## config.mk

```make
export PLATFORM = sky130hd
export DESIGN_NAME = fbm_value_noise_1d
export DESIGN_NICKNAME = d
export VERILOG_FILES = /design/src/hdl/fbmvn_pkg.sv /design/src/hdl/fbmvn_ctrl.sv /design/src/hdl/fbmvn_dpath.sv /design/src/hdl/fbm_value_noise_1d.sv
export SDC_FILE = /design/constraint.sdc
export NUM_CORES = 2
export LEC_CHECK = 0
export BUFFER_PORTS_ARGS = -buffer_cell sky130_fd_sc_hd__buf_2
export CAP_MARGIN = 40
export CORE_AREA = 3 3 272 327
export DETAILED_ROUTE_END_ITERATION = 12
export DIE_AREA = 0 0 275 330
export GPL_TIMING_DRIVEN = 0
export PLACE_DENSITY = 0.74
export SLEW_MARGIN = 20
export SYNTH_ARGS = -nofsm -noshare
export SYNTH_HDL_FRONTEND = slang
export SYNTH_SLANG_ARGS = --single-unit
```

## constraint.sdc

```tcl
create_clock -name clock -period 10.99 [get_ports clock]
set_input_delay 0.5495 -clock clock [delete_from_list [all_inputs] [get_ports clock]]
set_output_delay 0.5495 -clock clock [all_outputs]
set_load 0.1 [all_outputs]
```

## src/hdl/fbmvn_pkg.sv

```systemverilog
package fbmvn_pkg;

   // shared multiplier operand width (signed), product is twice this
   localparam int MUL_W = 33;

   localparam logic [31:0] HASH_MUL   = 32'h45d9f3b7;
   localparam logic [31:0] SEED_STEP  = 32'd7919;
   localparam int          HASH_SHIFT = 16;

   // reciprocal of the total octave weight, Q.20, entry k serves k+1 octaves
   localparam int RECIP_W     = 21;
   localparam int RECIP_FRAC  = 20;
   localparam int RECIP_IDX_W = 4;
   localparam logic [RECIP_W-1:0] RECIP_TAB [2**RECIP_IDX_W] = '{
      21'd1048576, 21'd699051, 21'd599186, 21'd559241,
      21'd541201,  21'd532610, 21'd528416, 21'd526344,
      21'd525314,  21'd524801, 21'd524544, 21'd524416,
      21'd524352,  21'd524320, 21'd524304, 21'd524296
   };

   localparam int CSR_W = 4;

   typedef enum logic [3:0] {
      ST_IDLE,
      ST_HASH0A,
      ST_HASH0B,
      ST_HASH1A,
      ST_HASH1B,
      ST_SQUARE,
      ST_SMOOTH,
      ST_LERP,
      ST_ACCUM,
      ST_NORM_HI,
      ST_NORM_LO,
      ST_ROUND
   } state_type;

   typedef enum logic [3:0] {
      OP_NONE,
      OP_START,
      OP_HASH0A,
      OP_HASH0B,
      OP_HASH1A,
      OP_HASH1B,
      OP_SQUARE,
      OP_SMOOTH,
      OP_LERP,
      OP_ACCUM,
      OP_NORM_HI,
      OP_NORM_LO,
      OP_ROUND
   } op_type;

   typedef struct packed {
      op_type                 op;
      logic [RECIP_IDX_W-1:0] recip_idx;
   } cmd_type;

   // xor-shift step of the 32-bit hash mix, used before, between and after the multiplies
   function automatic logic [31:0] mix_xs(input logic [31:0] h);
      return h ^ (h >> HASH_SHIFT);
   endfunction

endpackage

```

## src/hdl/fbmvn_ctrl.sv

```systemverilog
module fbmvn_ctrl #(
   parameter int MAX_OCTAVES = 8
) (
   input  logic                        clock,
   input  logic                        reset,
   input  logic                        csr_write_enable,
   input  logic [fbmvn_pkg::CSR_W-1:0] csr_write_data,
   input  logic                        req_valid,
   output logic                        req_stall,
   output logic                        rsp_valid,
   input  logic                        rsp_stall,
   output fbmvn_pkg::cmd_type          cmd
);

   localparam int CW = $clog2(MAX_OCTAVES + 1);

   fbmvn_pkg::state_type        state_ff, state_in;
   logic [fbmvn_pkg::CSR_W-1:0] octave_count_ff, octave_count_in;
   logic [CW-1:0]               oct_left_ff, oct_left_in;
   logic                        rsp_valid_ff, rsp_valid_in;
   logic [CW-1:0]               n_eff;
   logic                        out_free;
   logic                        req_xfer;

   // zero acts as one octave, counts above the maximum act as the maximum
   always_comb begin
      if (octave_count_ff == '0) begin
         n_eff = CW'(1);
      end else if ({1'b0, octave_count_ff} > 5'(MAX_OCTAVES)) begin
         n_eff = CW'(MAX_OCTAVES);
      end else begin
         n_eff = CW'(octave_count_ff);
      end
   end

   assign out_free  = !rsp_valid_ff || !rsp_stall;
   assign req_stall = (state_ff != fbmvn_pkg::ST_IDLE);
   assign req_xfer  = req_valid && !req_stall;
   assign rsp_valid = rsp_valid_ff;

   // next state
   always_comb begin
      state_in = state_ff;
      case (state_ff)
         fbmvn_pkg::ST_IDLE:    if (req_xfer) state_in = fbmvn_pkg::ST_HASH0A;
         fbmvn_pkg::ST_HASH0A:  state_in = fbmvn_pkg::ST_HASH0B;
         fbmvn_pkg::ST_HASH0B:  state_in = fbmvn_pkg::ST_HASH1A;
         fbmvn_pkg::ST_HASH1A:  state_in = fbmvn_pkg::ST_HASH1B;
         fbmvn_pkg::ST_HASH1B:  state_in = fbmvn_pkg::ST_SQUARE;
         fbmvn_pkg::ST_SQUARE:  state_in = fbmvn_pkg::ST_SMOOTH;
         fbmvn_pkg::ST_SMOOTH:  state_in = fbmvn_pkg::ST_LERP;
         fbmvn_pkg::ST_LERP:    state_in = fbmvn_pkg::ST_ACCUM;
         fbmvn_pkg::ST_ACCUM: begin
            if (oct_left_ff == CW'(1)) begin
               state_in = fbmvn_pkg::ST_NORM_HI;
            end else begin
               state_in = fbmvn_pkg::ST_HASH0A;
            end
         end
         fbmvn_pkg::ST_NORM_HI: state_in = fbmvn_pkg::ST_NORM_LO;
         fbmvn_pkg::ST_NORM_LO: state_in = fbmvn_pkg::ST_ROUND;
         fbmvn_pkg::ST_ROUND:   if (out_free) state_in = fbmvn_pkg::ST_IDLE;
         default:               state_in = fbmvn_pkg::ST_IDLE;
      endcase
   end

   // datapath commands
   always_comb begin
      cmd.recip_idx = fbmvn_pkg::RECIP_IDX_W'(n_eff - CW'(1));
      cmd.op        = fbmvn_pkg::OP_NONE;
      case (state_ff)
         fbmvn_pkg::ST_IDLE:    if (req_xfer) cmd.op = fbmvn_pkg::OP_START;
         fbmvn_pkg::ST_HASH0A:  cmd.op = fbmvn_pkg::OP_HASH0A;
         fbmvn_pkg::ST_HASH0B:  cmd.op = fbmvn_pkg::OP_HASH0B;
         fbmvn_pkg::ST_HASH1A:  cmd.op = fbmvn_pkg::OP_HASH1A;
         fbmvn_pkg::ST_HASH1B:  cmd.op = fbmvn_pkg::OP_HASH1B;
         fbmvn_pkg::ST_SQUARE:  cmd.op = fbmvn_pkg::OP_SQUARE;
         fbmvn_pkg::ST_SMOOTH:  cmd.op = fbmvn_pkg::OP_SMOOTH;
         fbmvn_pkg::ST_LERP:    cmd.op = fbmvn_pkg::OP_LERP;
         fbmvn_pkg::ST_ACCUM:   cmd.op = fbmvn_pkg::OP_ACCUM;
         fbmvn_pkg::ST_NORM_HI: cmd.op = fbmvn_pkg::OP_NORM_HI;
         fbmvn_pkg::ST_NORM_LO: cmd.op = fbmvn_pkg::OP_NORM_LO;
         fbmvn_pkg::ST_ROUND:   if (out_free) cmd.op = fbmvn_pkg::OP_ROUND;
         default:               cmd.op = fbmvn_pkg::OP_NONE;
      endcase
   end

   always_comb begin
      octave_count_in = octave_count_ff;
      if (csr_write_enable) begin
         octave_count_in = csr_write_data;
      end

      oct_left_in = oct_left_ff;
      if (cmd.op == fbmvn_pkg::OP_START) begin
         oct_left_in = n_eff;
      end else if (cmd.op == fbmvn_pkg::OP_ACCUM) begin
         oct_left_in = oct_left_ff - CW'(1);
      end

      rsp_valid_in = rsp_valid_ff;
      if (cmd.op == fbmvn_pkg::OP_ROUND) begin
         rsp_valid_in = 1'b1;
      end else if (rsp_valid_ff && !rsp_stall) begin
         rsp_valid_in = 1'b0;
      end
   end

   always_ff @(posedge clock) begin
      if (reset) begin
         state_ff        <= fbmvn_pkg::ST_IDLE;
         octave_count_ff <= fbmvn_pkg::CSR_W'(1);
         oct_left_ff     <= '0;
         rsp_valid_ff    <= 1'b0;
      end else begin
         state_ff        <= state_in;
         octave_count_ff <= octave_count_in;
         oct_left_ff     <= oct_left_in;
         rsp_valid_ff    <= rsp_valid_in;
      end
   end

endmodule

```

## src/hdl/fbmvn_dpath.sv

```systemverilog
module fbmvn_dpath #(
   parameter int MAX_OCTAVES = 8,
   parameter int FRAC_BITS   = 16
) (
   input  logic                       clock,
   input  fbmvn_pkg::cmd_type         cmd,
   input  logic signed [31:0]         req_coord,
   input  logic [31:0]                req_noise_seed,
   output logic signed [FRAC_BITS+1:0] rsp_noise_value
);

   localparam int MW    = fbmvn_pkg::MUL_W;
   localparam int XW    = 32 + FRAC_BITS;
   localparam int SW    = $clog2(MAX_OCTAVES + 1);
   localparam int ACC_W = FRAC_BITS + MAX_OCTAVES + 1;
   localparam int PW    = ACC_W + fbmvn_pkg::RECIP_W;
   localparam int SH    = MAX_OCTAVES - 1 + fbmvn_pkg::RECIP_FRAC;
   localparam int OUT_W = FRAC_BITS + 2;
   localparam int RQ_W  = PW - SH;
   localparam int ONE_I = 1 << FRAC_BITS;
   localparam logic signed [PW-1:0] HALF_LSB = PW'(1) << (SH - 1);

   // scaled coordinate, octave seed, weight shift, accumulators
   logic [XW-1:0]             xs_ff, xs_in;
   logic [31:0]               os_ff, os_in;
   logic [SW-1:0]             shamt_ff, shamt_in;
   logic signed [ACC_W-1:0]   acc_ff, acc_in;
   logic [FRAC_BITS-1:0]      v0_ff, v0_in;
   logic [FRAC_BITS-1:0]      v1_ff, v1_in;
   logic signed [PW-1:0]      fin_ff, fin_in;
   logic signed [2*MW-1:0]    prod_ff, prod_in;
   logic                      mul_en;
   logic signed [OUT_W-1:0]   out_ff, out_in;

   logic signed [MW-1:0]      mul_a, mul_b;
   logic [31:0]               ix;
   logic [FRAC_BITS-1:0]      t;
   logic [31:0]               hash_fin;
   logic [FRAC_BITS-1:0]      lat_val;
   logic [FRAC_BITS-1:0]      t2;
   logic [FRAC_BITS+1:0]      smooth_b;
   logic [FRAC_BITS:0]        s;
   logic signed [FRAC_BITS:0] diff;
   logic signed [FRAC_BITS+1:0] bsum;
   logic signed [FRAC_BITS+1:0] cval;
   logic signed [63:0]        acc_ext;
   logic signed [2*MW-1:0]    hi_shift;
   logic signed [PW-1:0]      rtot;
   logic signed [RQ_W-1:0]    rq;

   assign ix       = xs_ff[FRAC_BITS +: 32];
   assign t        = xs_ff[FRAC_BITS-1:0];
   assign hash_fin = fbmvn_pkg::mix_xs(prod_ff[31:0]);
   assign lat_val  = hash_fin[31 -: FRAC_BITS];
   assign t2       = prod_ff[2*FRAC_BITS-1:FRAC_BITS];
   assign smooth_b = (FRAC_BITS+2)'(3 * ONE_I) - {1'b0, t, 1'b0};
   assign s        = prod_ff[2*FRAC_BITS:FRAC_BITS];
   assign diff     = $signed({1'b0, v1_ff}) - $signed({1'b0, v0_ff});
   // floor of the interpolation step comes from the arithmetic shift
   assign bsum     = $signed({2'b00, v0_ff})
                     + (FRAC_BITS+2)'($signed(prod_ff[2*FRAC_BITS:FRAC_BITS]));
   assign cval     = $signed({1'b0, bsum[FRAC_BITS-1:0], 1'b0})
                     - $signed({2'b01, {FRAC_BITS{1'b0}}});
   assign acc_ext  = 64'(acc_ff);
   assign hi_shift = prod_ff <<< 32;
   assign rtot     = fin_ff + PW'(prod_ff) + HALF_LSB;
   assign rq       = rtot[PW-1:SH];

   always_comb begin
      xs_in    = xs_ff;
      os_in    = os_ff;
      shamt_in = shamt_ff;
      acc_in   = acc_ff;
      v0_in    = v0_ff;
      v1_in    = v1_ff;
      fin_in   = fin_ff;
      out_in   = out_ff;
      mul_en   = 1'b0;
      mul_a    = '0;
      mul_b    = '0;
      case (cmd.op)
         fbmvn_pkg::OP_START: begin
            xs_in    = XW'(req_coord);
            os_in    = req_noise_seed;
            shamt_in = SW'(MAX_OCTAVES - 1);
            acc_in   = '0;
         end
         fbmvn_pkg::OP_HASH0A: begin
            mul_en = 1'b1;
            mul_a  = $signed({1'b0, fbmvn_pkg::mix_xs(ix ^ os_ff)});
            mul_b  = $signed({1'b0, fbmvn_pkg::HASH_MUL});
         end
         fbmvn_pkg::OP_HASH0B, fbmvn_pkg::OP_HASH1B: begin
            mul_en = 1'b1;
            mul_a  = $signed({1'b0, fbmvn_pkg::mix_xs(prod_ff[31:0])});
            mul_b  = $signed({1'b0, fbmvn_pkg::HASH_MUL});
         end
         fbmvn_pkg::OP_HASH1A: begin
            v0_in  = lat_val;
            mul_en = 1'b1;
            mul_a  = $signed({1'b0, fbmvn_pkg::mix_xs((ix + 32'd1) ^ os_ff)});
            mul_b  = $signed({1'b0, fbmvn_pkg::HASH_MUL});
         end
         fbmvn_pkg::OP_SQUARE: begin
            v1_in  = lat_val;
            mul_en = 1'b1;
            mul_a  = $signed(MW'(t));
            mul_b  = $signed(MW'(t));
         end
         fbmvn_pkg::OP_SMOOTH: begin
            mul_en = 1'b1;
            mul_a  = $signed(MW'(t2));
            mul_b  = $signed(MW'(smooth_b));
         end
         fbmvn_pkg::OP_LERP: begin
            mul_en = 1'b1;
            mul_a  = MW'(diff);
            mul_b  = $signed(MW'(s));
         end
         fbmvn_pkg::OP_ACCUM: begin
            acc_in   = acc_ff + (ACC_W'(cval) <<< shamt_ff);
            xs_in    = xs_ff << 1;
            os_in    = os_ff + fbmvn_pkg::SEED_STEP;
            shamt_in = shamt_ff - SW'(1);
         end
         fbmvn_pkg::OP_NORM_HI: begin
            // upper part of the sum first, lower 32 bits next
            mul_en = 1'b1;
            mul_a  = $signed({acc_ext[63], acc_ext[63:32]});
            mul_b  = $signed(MW'(fbmvn_pkg::RECIP_TAB[cmd.recip_idx]));
         end
         fbmvn_pkg::OP_NORM_LO: begin
            fin_in = PW'(hi_shift);
            mul_en = 1'b1;
            mul_a  = $signed({1'b0, acc_ext[31:0]});
            mul_b  = $signed(MW'(fbmvn_pkg::RECIP_TAB[cmd.recip_idx]));
         end
         fbmvn_pkg::OP_ROUND: begin
            if (rq > ONE_I) begin
               out_in = OUT_W'(ONE_I);
            end else if (rq < -ONE_I) begin
               out_in = OUT_W'(-ONE_I);
            end else begin
               out_in = OUT_W'(rq);
            end
         end
         default: begin
            mul_en = 1'b0;
         end
      endcase
   end

   assign prod_in = mul_a * mul_b;

   always_ff @(posedge clock) begin
      xs_ff    <= xs_in;
      os_ff    <= os_in;
      shamt_ff <= shamt_in;
      acc_ff   <= acc_in;
      v0_ff    <= v0_in;
      v1_ff    <= v1_in;
      fin_ff   <= fin_in;
      out_ff   <= out_in;
      if (mul_en) begin
         prod_ff <= prod_in;
      end
   end

   assign rsp_noise_value = out_ff;

endmodule

```

## src/hdl/fbm_value_noise_1d.sv

```systemverilog
// One-dimensional fractal value noise. Each accepted transfer carries a signed
// Q16.16 coordinate (Q(32-FRAC_BITS).FRAC_BITS in general) and a 32-bit seed and
// yields one signed Q2.FRAC_BITS sample in [-1, +1]. The octave count written on
// csr_write_data selects how many octaves are summed (0 acts as 1, counts above
// MAX_OCTAVES act as MAX_OCTAVES) and may only be written while no item is in
// flight. The input stays stalled from acceptance until the item is done, as all
// hashing, smoothstep, blending and final normalization run through a single
// shared 33x33 multiplier, seven products per octave plus two for the
// normalization. The result sits in an output register, so a new item is
// accepted while the previous result is still waiting to be taken; the result
// register is overwritten only after the waiting result has been transferred.
module fbm_value_noise_1d #(
   parameter int MAX_OCTAVES = 8,
   parameter int FRAC_BITS   = 16
) (
   input  logic                        clock,
   input  logic                        reset,
   input  logic                        csr_write_enable,
   input  logic [3:0]                  csr_write_data,
   input  logic                        req_valid,
   output logic                        req_stall,
   input  logic signed [31:0]          req_coord,
   input  logic [31:0]                 req_noise_seed,
   output logic                        rsp_valid,
   input  logic                        rsp_stall,
   output logic signed [FRAC_BITS+1:0] rsp_noise_value
);

   fbmvn_pkg::cmd_type cmd;

   fbmvn_ctrl #(
      .MAX_OCTAVES(MAX_OCTAVES)
   ) u_ctrl (
      .clock            (clock),
      .reset            (reset),
      .csr_write_enable (csr_write_enable),
      .csr_write_data   (csr_write_data),
      .req_valid        (req_valid),
      .req_stall        (req_stall),
      .rsp_valid        (rsp_valid),
      .rsp_stall        (rsp_stall),
      .cmd              (cmd)
   );

   fbmvn_dpath #(
      .MAX_OCTAVES(MAX_OCTAVES),
      .FRAC_BITS  (FRAC_BITS)
   ) u_dpath (
      .clock           (clock),
      .cmd             (cmd),
      .req_coord       (req_coord),
      .req_noise_seed  (req_noise_seed),
      .rsp_noise_value (rsp_noise_value)
   );

endmodule

```

==> impl_metrics.toml <==
[global_route]
grt_pass1_wl_microns = 208100
grtUsageTotal = 0.3087
antenna_found_initial = 1
grt_pass1_vias = 34590
grt_max_degree = 70
overflow = 0

[worst_setup_path]
cpLargestDelayFamily = "adder cells"
cp.required_ps = 11290
worstSetupPathType = "reg -> reg"
cp.depth = 32
cp_num_buf_inv = 4
arrival_ps = 11030
critPathMaxStageDelay_ps = 610
rr_worst_depth = 32
crit_top_cell = "fa_1"
cp_slowest_cell = "fa_1"
startpoint_type = "flop"
worstPathMaxFanout = 10
endpoint_kind = "flop"

[placed_design]
place_congestion = 1.028
dp_hpwl_microns = 116100
dp.cells = 5752
placed_cell_area_sq_um = 42860
portBuffers = 91

[drt]
via_per_inst = 5.729
drt_iter0_drc = 3068
wl_per_cell_microns = 23.76
drc = 0
ant_nets = 0
vias = 33250
drt_wl_total_microns = 137900
drtPass1Iterations = 8

[worst_hold_path]
holdPathStages = 2
hold_class = "in -> reg"

[logic_synthesis]
syn_area_per_cell_sq_um = 9.013
synth_ff_type = "edfxtp_1"
synthArstFlopShare = 0
netlist.top_cell.by_area = "fa_1"
synth_seq_cells = 231
ys_types = 90
synth.top_cells.by_area = "fa_1 33%, edfxtp_1 16%, ha_1 9.6%"
synth_commonest_cells = "884 x inv_1, 668 x fa_1, 538 x nor2_1"
netlist.area_leader.share = 0.3314
synth.most_common_cell = "inv_1"
synth_edf_count = 218
ys_warn_count = 0
syn-num-nets = 5527
synth_area_sq_um = 40350
ys_seq_area_frac = 0.1687
synthCells = 4477

[floorplanning]
die_w_microns = 275
start_util = 0.4680
fp-row-count = 118
die_y_microns = 330
ios = 93
dieArea_sq_um = 90750
coreArea_sq_um = 86220

[clocking]
holdBufCountCts = 0
clockRootBuffer = "clkbuf_16"
clock_latency_ps = 560
path_clk_slew_ps = 60
h-tree-depth = 1
cts_sinks = 231
cts_tree = "yes"
numCtsBuffers = 27
cts_buffer_depth = 3

[finish]
instances_no_fill = 5804
final_area_sq_um = 43920
area_delta_synth_final_pct = 8.843
fin_util = 0.5094
final_nets = 5693
drive_gt1_frac = 0.06778

[timing]
slew_violations = 0
skew_ps = 20.67
fmax_ghz = 0.09323
layout_min_cycle_time_ps = 10730
hold_viol = 0
setup_tns_ps = 0
relSlewSlack = 0.3824
period_share = 0.9759
tightest_slew_ps = 926.4
setup-violations-final = 0

[flow_run]
drv_cap = 0

[status]
status = "complete, no violations"
-- per-stage QoR --
stage | worst slack (ps) | hold slack, ps
3_5_place_dp | -728.5 | 502.0
2_1_floorplan | 1519 | 439.3
5_1_grt | -22.47 | 212.4
4_1_cts | 62.22 | 200.8
6_report | 264.4 | 209.3
3_3_place_gp | -2017 | 493.8
-- path summary, 6_finish.rpt --
kind / start / end / slack (ps)
max reg2reg: u_dpath.v0_ff[0] / u_dpath.prod_ff[42] / 260
min reg2reg: u_ctrl.oct_left_ff[1] / u_ctrl.oct_left_ff[1] / 520
max: u_dpath.v0_ff[0] / u_dpath.prod_ff[42] / 260
min: csr_write_data[0] / u_ctrl.octave_count_ff[0] / 210
-- cell usage in the layout, fill, tap and decap left out, types with 18 or more instances in the layout --
cell | Yosys | layout
or2_2 | 28 | 28
buf_2 | 3 | 107
nor2_1 | 538 | 535
a211oi_1 | 25 | 20
nand4_1 | 21 | 21
a21oi_1 | 176 | 164
clkbuf_2 | 0 | 22
fa_1 | 668 | 668
xor2_1 | 90 | 89
nor2b_1 | 23 | 22
nor3_1 | 49 | 48
nand2_1 | 435 | 435
nand3_1 | 57 | 57
o21ai_0 | 120 | 116
nand2b_1 | 74 | 72
ha_1 | 309 | 309
xnor2_1 | 174 | 174
o211ai_1 | 20 | 20
clkbuf_1 | 165 | 135
a21o_1 | 54 | 54
inv_1 | 884 | 883
o21a_1 | 18 | 18
edfxtp_1 | 218 | 218
mux2i_1 | 31 | 31
o21bai_1 | 20 | 20
buf_6 | 2 | 23
clkbuf_16 | 0 | 27
and3_1 | 32 | 32
-- timing repair --
item,in CTS,in global routing
setup endpoints to repair,14,10
gates cloned,0,0
gates resized for setup,25,56
pin swaps,1,2
endpoints found under the hold margin,0,0
buffers inserted,2,2
-- cell type report --
type | instances | area (sq um)
antenna | 2 | 5.005
clock buffer | 32 | 694.4
timing repair buffer | 144 | 1035
fill | 8041 | 42300
sequential | 231 | 6807
tap | 1140 | 1426
multi-input combinational | 3179 | 29770
buffer | 174 | 735.7
clock inverter | 16 | 115.1
inverter | 886 | 3331
-- kinds of logic (layout without fill, tap and decap cells) --
| logic type | after synthesis | count (layout) | share of synthesized area |
|---|---|---|---|
| flip-flops | 231 | 231 | 0.1687 |
| AND/OR/NAND/NOR | 1349 | 1349 | 0.1492 |
| buffers and inverters | 1067 | 1252 | 0.1001 |
| AO/OA/AOI/OAI | 553 | 553 | 0.08732 |
| multiplexers | 34 | 34 | 0.009085 |
| adder cells (fa/ha/maj) | 977 | 977 | 0.4272 |
| XOR/XNOR | 266 | 266 | 0.05845 |
| other | 0 | 2 | 0 |
-- per-layer routing --
| layer | wire, microns | up-vias | part of all wire | global-route usage |
|---|---|---|---|---|
| met5 | 13 | - | 0.000094 | 0 |
| met4 | 11050 | 2 | 0.080 | 0.1917 |
| met3 | 13060 | 531 | 0.095 | 0.05674 |
| met2 | 64210 | 1807 | 0.47 | 0.5068 |
| met1 | 49590 | 16480 | 0.36 | 0.3768 |
| li1 | - | 14430 | - | - |
-- sequential cells by signal, summed over array words and instances, names as in the netlist --
register	count
u_dpath.xs_ff	48
u_dpath.prod_ff	46
u_dpath.os_ff	32
u_dpath.acc_ff	24
u_dpath.rsp_noise_value	18
u_dpath.v0_ff	16
u_dpath.v1_ff	16
u_dpath.fin_ff	14
u_ctrl.oct_left_ff	4
u_ctrl.octave_count_ff	4
u_ctrl.state_ff	4
u_dpath.shamt_ff	4
u_ctrl.rsp_valid	1
Power is left out: the tool's default activity adds up to more than one toggle a clock period on the data nets, which glitch-free logic cannot reach.
